## src/rtl/ftfre_pkg.sv

```systemverilog
// types and constants shared by the ring encoder modules
`timescale 1ns / 1ps
package ftfre_pkg;

  typedef enum logic [3:0] {
    FMT_F16  = 4'd0,
    FMT_F32  = 4'd1,
    FMT_F64  = 4'd2,
    FMT_I8   = 4'd3,
    FMT_U8   = 4'd4,
    FMT_I16  = 4'd5,
    FMT_U16  = 4'd6,
    FMT_I32  = 4'd7,
    FMT_U32  = 4'd8,
    FMT_I64  = 4'd9,
    FMT_U64  = 4'd10,
    FMT_BOOL = 4'd11
  } fmt_t;

  localparam logic [1:0] REG_RING = 2'd0;
  localparam logic [1:0] REG_FRAC = 2'd1;
  localparam logic [1:0] REG_FMT  = 2'd2;

  // decoded element after stage 1
  typedef struct packed {
    logic        is_float;
    logic        is_nan;
    logic        sign;
    logic [11:0] exp;      // unbiased exponent + 2048 offset
    logic [52:0] mant;     // with hidden bit, msb aligned at bit 52
    logic        is_zero;
    logic [63:0] int_val;
    logic        err;
    logic        ring64;
    logic [5:0]  frac;
    logic [1:0]  prec;     // 0 half, 1 single, 2 double
    logic        last;
  } dec_t;

  // stage 2 result
  typedef struct packed {
    logic        is_float;
    logic        sat_hi;
    logic        sat_lo;
    logic        sign;
    logic [63:0] mag;
    logic [63:0] int_val;
    logic        err;
    logic        ring64;
    logic        last;
  } scl_t;

endpackage

```

## src/rtl/ftfre_decode.sv

```systemverilog
// stage 1: unpack source format into sign, exponent and mantissa
`timescale 1ns / 1ps
module ftfre_decode (
  input  logic               clk,
  input  logic               rst,
  input  logic               adv,
  input  logic               in_valid,
  input  logic [63:0]        source_bits,
  input  logic               last_in,
  input  logic               ring_select,
  input  logic [5:0]         frac_bits,
  input  logic [3:0]         source_format,
  output logic               valid,
  output ftfre_pkg::dec_t    dec
);

  ftfre_pkg::dec_t dec_next;
  logic [4:0]  he;
  logic [9:0]  hm;
  logic [7:0]  se;
  logic [22:0] sm;
  logic [10:0] de;
  logic [51:0] dm;
  logic [3:0]  lz;
  logic        fmt_float;

  always_comb begin
    dec_next = '0;
    he = source_bits[14:10];
    hm = source_bits[9:0];
    se = source_bits[30:23];
    sm = source_bits[22:0];
    de = source_bits[62:52];
    dm = source_bits[51:0];
    lz = 4'd0;
    dec_next.ring64 = ring_select;
    dec_next.frac   = frac_bits;
    dec_next.last   = last_in;
    fmt_float = (source_format == ftfre_pkg::FMT_F16) ||
                (source_format == ftfre_pkg::FMT_F32) ||
                (source_format == ftfre_pkg::FMT_F64);
    dec_next.is_float = fmt_float;
    if (fmt_float && ({1'b0, frac_bits} > (ring_select ? 7'd62 : 7'd30))) begin
      dec_next.is_float = 1'b0;
      dec_next.err = 1'b1;
    end
    case (source_format)
      ftfre_pkg::FMT_F16: begin
        dec_next.prec = 2'd0;
        dec_next.sign = source_bits[15];
        if (he == 5'd31) begin
          dec_next.is_nan = (hm != 10'd0);
          dec_next.exp  = 12'd2048 + 12'd1000;
          dec_next.mant = {1'b1, 52'd0};
        end else if (he == 5'd0) begin
          dec_next.is_zero = (hm == 10'd0);
          for (int i = 0; i < 10; i++) if (hm[i]) lz = 4'(9 - i);
          dec_next.mant = {10'(hm << lz), 43'd0};
          dec_next.exp  = 12'd2048 - 12'd15 - 12'(lz);
        end else begin
          dec_next.exp  = 12'd2048 + 12'(he) - 12'd15;
          dec_next.mant = {1'b1, hm, 42'd0};
        end
      end
      ftfre_pkg::FMT_F32: begin
        dec_next.prec = 2'd1;
        dec_next.sign = source_bits[31];
        if (se == 8'hFF) begin
          dec_next.is_nan = (sm != 23'd0);
          dec_next.exp  = 12'd2048 + 12'd1000;
          dec_next.mant = {1'b1, 52'd0};
        end else if (se == 8'd0) begin
          dec_next.is_zero = (sm == 23'd0);
          dec_next.exp  = 12'd2048 - 12'd126;
          dec_next.mant = {1'b0, sm, 29'd0};
        end else begin
          dec_next.exp  = 12'd2048 + 12'(se) - 12'd127;
          dec_next.mant = {1'b1, sm, 29'd0};
        end
      end
      ftfre_pkg::FMT_F64: begin
        dec_next.prec = 2'd2;
        dec_next.sign = source_bits[63];
        if (de == 11'h7FF) begin
          dec_next.is_nan = (dm != 52'd0);
          dec_next.exp  = 12'd2048 + 12'd1000;
          dec_next.mant = {1'b1, 52'd0};
        end else if (de == 11'd0) begin
          dec_next.is_zero = (dm == 52'd0);
          dec_next.exp  = 12'd2048 - 12'd1022;
          dec_next.mant = {1'b0, dm};
        end else begin
          dec_next.exp  = 12'd2048 + 12'(de) - 12'd1023;
          dec_next.mant = {1'b1, dm};
        end
      end
      ftfre_pkg::FMT_I8:  dec_next.int_val = {{56{source_bits[7]}}, source_bits[7:0]};
      ftfre_pkg::FMT_U8:  dec_next.int_val = {56'd0, source_bits[7:0]};
      ftfre_pkg::FMT_I16: dec_next.int_val = {{48{source_bits[15]}}, source_bits[15:0]};
      ftfre_pkg::FMT_U16: dec_next.int_val = {48'd0, source_bits[15:0]};
      ftfre_pkg::FMT_I32: dec_next.int_val = {{32{source_bits[31]}}, source_bits[31:0]};
      ftfre_pkg::FMT_U32: dec_next.int_val = {32'd0, source_bits[31:0]};
      ftfre_pkg::FMT_I64, ftfre_pkg::FMT_U64: begin
        dec_next.int_val = ring_select ? source_bits : 64'd0;
        dec_next.err     = !ring_select;
      end
      ftfre_pkg::FMT_BOOL: dec_next.int_val = {63'd0, (source_bits[7:0] != 8'd0)};
      default: dec_next.err = 1'b1;
    endcase
  end

  always_ff @(posedge clk) begin
    if (rst) begin
      valid <= 1'b0;
    end else if (adv) begin
      valid <= in_valid;
    end
  end

  always_ff @(posedge clk) begin
    if (adv) begin
      dec <= dec_next;
    end
  end

endmodule

```

## src/rtl/ftfre_scale.sv

```systemverilog
// stage 2: bound compare and shift of the mantissa to the fixed-point grid
`timescale 1ns / 1ps
module ftfre_scale (
  input  logic               clk,
  input  logic               rst,
  input  logic               adv,
  input  logic               in_valid,
  input  ftfre_pkg::dec_t    dec,
  output logic               valid,
  output ftfre_pkg::scl_t    scl
);

  ftfre_pkg::scl_t scl_next;
  logic [12:0] ex;      // k-2-f, offset by 2048
  logic [12:0] pos;     // exponent + f, offset by 2048
  logic [6:0]  km2;
  logic [6:0]  pbits;
  logic        big;
  logic        all_ones;
  logic [52:0] pmask;
  logic [12:0] sh;

  always_comb begin
    scl_next = '0;
    scl_next.is_float = dec.is_float && !dec.is_nan;
    scl_next.sign     = dec.sign;
    scl_next.int_val  = dec.int_val;
    scl_next.err      = dec.err;
    scl_next.ring64   = dec.ring64;
    scl_next.last     = dec.last;
    km2   = dec.ring64 ? 7'd62 : 7'd30;
    case (dec.prec)
      2'd0:    pbits = 7'd11;
      2'd1:    pbits = 7'd24;
      default: pbits = 7'd53;
    endcase
    ex  = 13'd2048 + 13'(km2) - 13'(dec.frac);
    pos = 13'(dec.exp) + 13'(dec.frac);
    big = (km2 > pbits);
    // mantissa all ones within source precision: value is ub = (2^(k-2)-1)/2^f
    pmask = 53'h1FFFFFFFFFFFFF >> (7'd53 - pbits);
    pmask = pmask << (7'd53 - pbits);
    all_ones = ((dec.mant & pmask) == pmask);
    if (dec.is_zero) begin
      scl_next.sat_hi = 1'b0;
      scl_next.sat_lo = 1'b0;
    end else if (dec.prec == 2'd0 && ex >= 13'd2048 + 13'd16) begin
      scl_next.sat_hi = !dec.sign && dec.exp == 12'd2048 + 12'd1000;
      scl_next.sat_lo =  dec.sign && dec.exp == 12'd2048 + 12'd1000;
    end else begin
      // value magnitude >= 2^ex
      scl_next.sat_lo = dec.sign && ({1'b0, dec.exp} >= ex);
      if (big)
        scl_next.sat_hi = !dec.sign && ({1'b0, dec.exp} >= ex);
      else
        scl_next.sat_hi = !dec.sign && (({1'b0, dec.exp} >= ex) ||
                          (({1'b0, dec.exp} + 13'd1 == ex) && all_ones));
    end
    // integer part = mant * 2^(pos-2048-52)
    if (pos < 13'd2048 - 13'd1) begin
      sh = 13'd0;
      scl_next.mag = 64'd0;
    end else begin
      sh = pos - 13'd2048 + 13'd1;
      if (sh > 13'd64) sh = 13'd64;
      scl_next.mag = 64'((117'(dec.mant) << sh[6:0]) >> 53);
    end
  end

  always_ff @(posedge clk) begin
    if (rst) begin
      valid <= 1'b0;
    end else if (adv) begin
      valid <= in_valid;
    end
  end

  always_ff @(posedge clk) begin
    if (adv) begin
      scl <= scl_next;
    end
  end

endmodule

```

## src/rtl/ftfre_pack.sv

```systemverilog
// stage 3: saturation, sign, ring wrap into the output register
`timescale 1ns / 1ps
module ftfre_pack (
  input  logic               clk,
  input  logic               rst,
  input  logic               adv,
  input  logic               in_valid,
  input  ftfre_pkg::scl_t    scl,
  output logic               valid,
  output logic [63:0]        ring_value,
  output logic               encode_error,
  output logic               last_out
);

  logic [63:0] top;
  logic [63:0] val;

  always_comb begin
    top = scl.ring64 ? 64'h4000000000000000 : 64'h0000000040000000;
    if (scl.is_float) begin
      if (scl.sat_hi)      val = top - 64'd1;
      else if (scl.sat_lo) val = 64'd0 - top;
      else if (scl.sign)   val = 64'd0 - scl.mag;
      else                 val = scl.mag;
    end else begin
      val = scl.int_val;
    end
    if (!scl.ring64) val = {{32{val[31]}}, val[31:0]};
  end

  always_ff @(posedge clk) begin
    if (rst) begin
      valid <= 1'b0;
    end else if (adv) begin
      valid <= in_valid;
    end
  end

  always_ff @(posedge clk) begin
    if (adv) begin
      ring_value   <= val;
      encode_error <= scl.err;
      last_out     <= scl.last;
    end
  end

endmodule

```

## src/rtl/float_to_fixed_ring_encoder_unit.sv

```systemverilog
// top level of the float to fixed-point ring encoder
// pipeline: input beat passes the decode, scale and pack stages to the output beat
// throughput: one beat per cycle; the pipeline stalls as a whole on m_tready
// reset: clears all stage valid bits; ring_select 1, frac_bits 18, source f64
// config beats are always taken
`timescale 1ns / 1ps
module float_to_fixed_ring_encoder_unit (
  input  logic         clk,
  input  logic         rst,
  input  logic         s_tvalid,
  output logic         s_tready,
  input  logic [63:0]  s_tdata,   // source_bits
  input  logic         s_tlast,
  output logic         m_tvalid,
  input  logic         m_tready,
  output logic [71:0]  m_tdata,   // ring_value, encode_error, zero fill
  output logic         m_tlast,
  input  logic         cfg_valid,
  output logic         cfg_ready,
  input  logic [1:0]   cfg_index,
  input  logic [5:0]   cfg_data
);

  logic            ring_select;
  logic [5:0]      frac_bits;
  logic [3:0]      source_format;
  logic            adv;
  logic            v1;
  logic            v2;
  logic [63:0]     ring_value;
  logic            encode_error;
  ftfre_pkg::dec_t dec;
  ftfre_pkg::scl_t scl;

  assign cfg_ready = 1'b1;
  assign adv       = !m_tvalid || m_tready;
  assign s_tready  = adv;
  assign m_tdata   = {7'd0, encode_error, ring_value};

  always_ff @(posedge clk) begin
    if (rst) begin
      ring_select   <= 1'b1;
      frac_bits     <= 6'd18;
      source_format <= 4'(ftfre_pkg::FMT_F64);
    end else if (cfg_valid) begin
      case (cfg_index)
        ftfre_pkg::REG_RING: ring_select   <= cfg_data[0];
        ftfre_pkg::REG_FRAC: frac_bits     <= cfg_data;
        ftfre_pkg::REG_FMT:  source_format <= cfg_data[3:0];
        default: ;
      endcase
    end
  end

  ftfre_decode u_decode (
    .clk, .rst, .adv,
    .in_valid(s_tvalid), .source_bits(s_tdata), .last_in(s_tlast),
    .ring_select, .frac_bits, .source_format,
    .valid(v1), .dec
  );

  ftfre_scale u_scale (
    .clk, .rst, .adv, .in_valid(v1), .dec, .valid(v2), .scl
  );

  ftfre_pack u_pack (
    .clk, .rst, .adv, .in_valid(v2), .scl,
    .valid(m_tvalid), .ring_value, .encode_error, .last_out(m_tlast)
  );

endmodule

```

## config.mk

```make
export PLATFORM = sky130hd
export DESIGN_NAME = float_to_fixed_ring_encoder_unit
export DESIGN_NICKNAME = d
export VERILOG_FILES = /design/src/rtl/ftfre_pkg.sv /design/src/rtl/ftfre_decode.sv /design/src/rtl/ftfre_scale.sv /design/src/rtl/ftfre_pack.sv /design/src/rtl/float_to_fixed_ring_encoder_unit.sv
export SDC_FILE = /design/constraint.sdc
export NUM_CORES = 1
export LEC_CHECK = 0
export ABC_AREA = 1
export BUFFER_PORTS_ARGS = -buffer_cell sky130_fd_sc_hd__buf_2
export CORE_ASPECT_RATIO = 1.2
export CORE_MARGIN = 4
export CORE_UTILIZATION = 27
export DETAILED_ROUTE_END_ITERATION = 7
export PLACE_DENSITY = 0.41
export SLEW_MARGIN = 10
export SYNTH_ARGS = -nofsm -noshare
export SYNTH_HDL_FRONTEND = slang
export SYNTH_SLANG_ARGS = --single-unit
```

## constraint.sdc

```tcl
create_clock -name clk -period 12.73 [get_ports clk]
set_input_delay 2.546 -clock clk [delete_from_list [all_inputs] [get_ports clk]]
set_output_delay 2.546 -clock clk [all_outputs]
set_load 0.05 [all_outputs]
```

==> metrics.txt <==
run status=complete, no violations; DP HPWL=78200 um; vias in the first global route=approximately 20000; gr ovfl total=0; Clk pin slew, worst setup/hold paths=0.07 ns; Hold Startpoint=u_decode.dec[17]$_SDFFCE_PN0P_; Hold Crit Class=reg -> reg; Hold Path Stages=0; final period utilization=0.499; Reg area=0.0106 sq mm; initial core utilization=0.272; critical path startpoint category=primary input; # setup viols final=0; max-slew violations=0; P_leak=11.4 nW; asr flop ratio synth=0; wire length per cell=around 24 um; Buffers on Ports=about 150; Pre-antenna DRT Iters=6; Post-synth EDFFs=345; R2R setup slack=6.90 ns; met1 GRT Util=0.278; Root Buffer=clkbuf_16; GRT Resource Usage Total=0.218; GRT Max-Usage Layer=met2; H-tree depth=2; CTS tree=yes; Synth Cell Area=0.0228 sq mm; # clock sinks=359; die width=273 um; initial antenna violation count=9; Die Ht=about 330 um; worst path arrival time=3.81 ns; Critical R2R Capture=u_scale.scl[123]$_SDFFCE_PN0P_; die footprint=0.0891 sq mm; RSZ-0062 raised after global routing=false; Post-CTS Setup Inserts=0; post-cts hold buffer count=0; largest net degree at the start of global routing=143; routed vias/inst=around 5.2; max cap viols=0; fillers=9091; later-pin clock latency in the skew report=around 0.61 ns; worst slew pin tran=1.11 ns; worst reg2reg path depth=25; number of synthesized register bits=about 360; Ys Warns=0; Synth Area per Inst=7.86 sq um; Tmin final=~6.4 ns; Post-DRT Antenna Nets=0; first-pass GRT wire length=143000 um; Top Ports=154; Layout Nets=3095; Worst IR Drop VDD=0.115 mV; gpl congestion=0.942; Final Hold Fails=0; layout cells sized above 1=0.0982; skew final=approximately 0.044 ns; Multi-input gate area=0.0104 sq mm; drc violations=0; worst flop-to-flop path startpoint=u_decode.dec[3]$_DFFE_PP_; hold path endpoint=u_scale.scl[9]$_DFFE_PP_; deepest clock path buffer count=3; Total Routed Length=100000 um; GR Util met3=0.0238; Setup TNS Final=0 ns; CTS-repair resized insts=0; grt met2 use=0.376; Synth Instances=2898; Starting DRT DRC Count=2387; Layout Cells excl Fill=4136; max_slew headroom=0.261; top_reg_cell synth=edfxtp_1; sequential area share after synthesis=0.467; Core ar.=0.0836 sq mm; placed cells=a little over 4000; CTS Buf Count=43; Area Overhead vs Synth=13.8%; Row Count=between 100 and 150; critical path required time=10.18 ns; Synth cell types=57; diodes inserted=0; achievable frequency=between 0.15 and 0.2 GHz; WS Path Type=in -> out; Setup crit end kind=output port; pwr/cell area=175 mW/mm^2; Crit Path Max Fanout=142; total number of vias=21500
## worst max-delay path, stage by stage
cell,delay [ns]
buf_2,0.09
nor2_1,0.11
inv_8,0.65
buf_2,0.41
## stage by stage
step	setup slack, ns	area (sq um)	hold slack [ns]	utilization	total power (W)
2_1_floorplan	0.620	22800	0.400	-	0.00273
3_3_place_gp	6.28	24500	0.405	0.293	0.00332
3_5_place_dp	6.27	24500	0.405	0.293	0.00332
4_1_cts	6.27	25900	0.390	0.310	0.00459
5_1_grt	6.24	25900	0.407	0.310	0.00477
6_report	6.37	25900	0.389	0.310	0.00454
## placed cells by master, fill, tap and decap left out, types with 7 or more instances in the layout
master / synthesis / routed
xnor2_1: 10 / 10
nand2_1: 617 / 615
nor2_1: 245 / 244
o21ai_1: 19 / 19
o21ai_0: 180 / 180
nand4_1: 59 / 59
or2_2: 13 / 13
clkbuf_1: 75 / 7
ha_1: 36 / 36
nor3_1: 38 / 38
clkinv_1: 6 / 11
nor4_1: 27 / 27
edfxtp_1: 345 / 345
buf_4: 14 / 31
nand3b_1: 9 / 9
xor2_1: 22 / 22
clkbuf_16: 0 / 43
nand3_1: 590 / 590
inv_1: 285 / 284
clkinv_2: 1 / 10
a31oi_1: 7 / 7
nand2_2: 10 / 12
a21oi_1: 83 / 83
conb_1: 2 / 8
buf_2: 31 / 145
o211ai_1: 44 / 44
dfxtp_1: 14 / 14
o221ai_1: 14 / 14
inv_2: 7 / 7
o22ai_1: 15 / 15
## sequential cells by signal, summed over array words and instances (netlist names)
signal	cells
u_pack.valid	1
ring_select	1
u_scale.valid	1
frac_bits	6
u_decode.valid	1
u_pack.ring_value	64
source_format	4
u_scale.scl	135
u_pack.last_out	1
u_pack.encode_error	1
u_decode.dec	144
## worst max-delay path by stage
stage,from,end
2_1_floorplan,m_tready,s_tready
3_3_place_gp,m_tready,s_tready
3_5_place_dp,m_tready,s_tready
4_1_cts,m_tready,s_tready
5_1_grt,m_tready,s_tready
6_report,m_tready,s_tready
## logic make-up (layout without fill, tap and decap cells)
kind of cell               count (synthesis)  count (layout)  synth area share
other                                      2               8          0.000330
buffers and inverters                    444             555            0.0789
AOI/OAI and AO/OA                        395             395            0.0996
and+or+nand+nor                         1629            1629             0.321
xor gates and xnor gates                  32              32            0.0123
adders and majority gates                 37              37            0.0207
DFF                                      359             359             0.467
## Yosys cell counts (all sizes together), types with 15 or more instances
library cell,instances,area [sq um]
nand2,627,2380
nand3,596,3020
edfxtp,345,10400
inv,292,1100
nor2,252,977
o21ai,200,1000
a21oi,84,424
clkbuf,75,282
buf,70,392
nand4,59,369
o211ai,44,330
nor3,39,206
ha,36,450
nor4,27,169
xor2,22,193
o22ai,15,93.8
## area by class of cell
class | instances | share of cell area
inverters | 299 | 0.0436
multi-input cells | 2101 | 0.400
well taps | 1121 | 0.0541
repair buffers | 176 | 0.0370
flip-flops and latches | 359 | 0.410
clock inverters | 29 | 0.0115
clock buffers | 51 | 0.0430
## report_power, final
| part | total, W | switching, W | leakage (nW) | internal [W] |
|---|---|---|---|---|
| clock | 0.00125 | 0.000546 | 0.688 | 0.000702 |
| sequential | 0.00172 | 0.000173 | 4.06 | 0.00155 |
| combinational | 0.00157 | 0.00118 | 6.70 | 0.000387 |
## per-layer routing
metal / wire, um / part of all wire
met5: 0 / 0
met2: 49000 / 0.49
met4: 4830 / 0.048
met3: 5050 / 0.050
met1: 41200 / 0.41
Power figures use the tool's default switching activity.
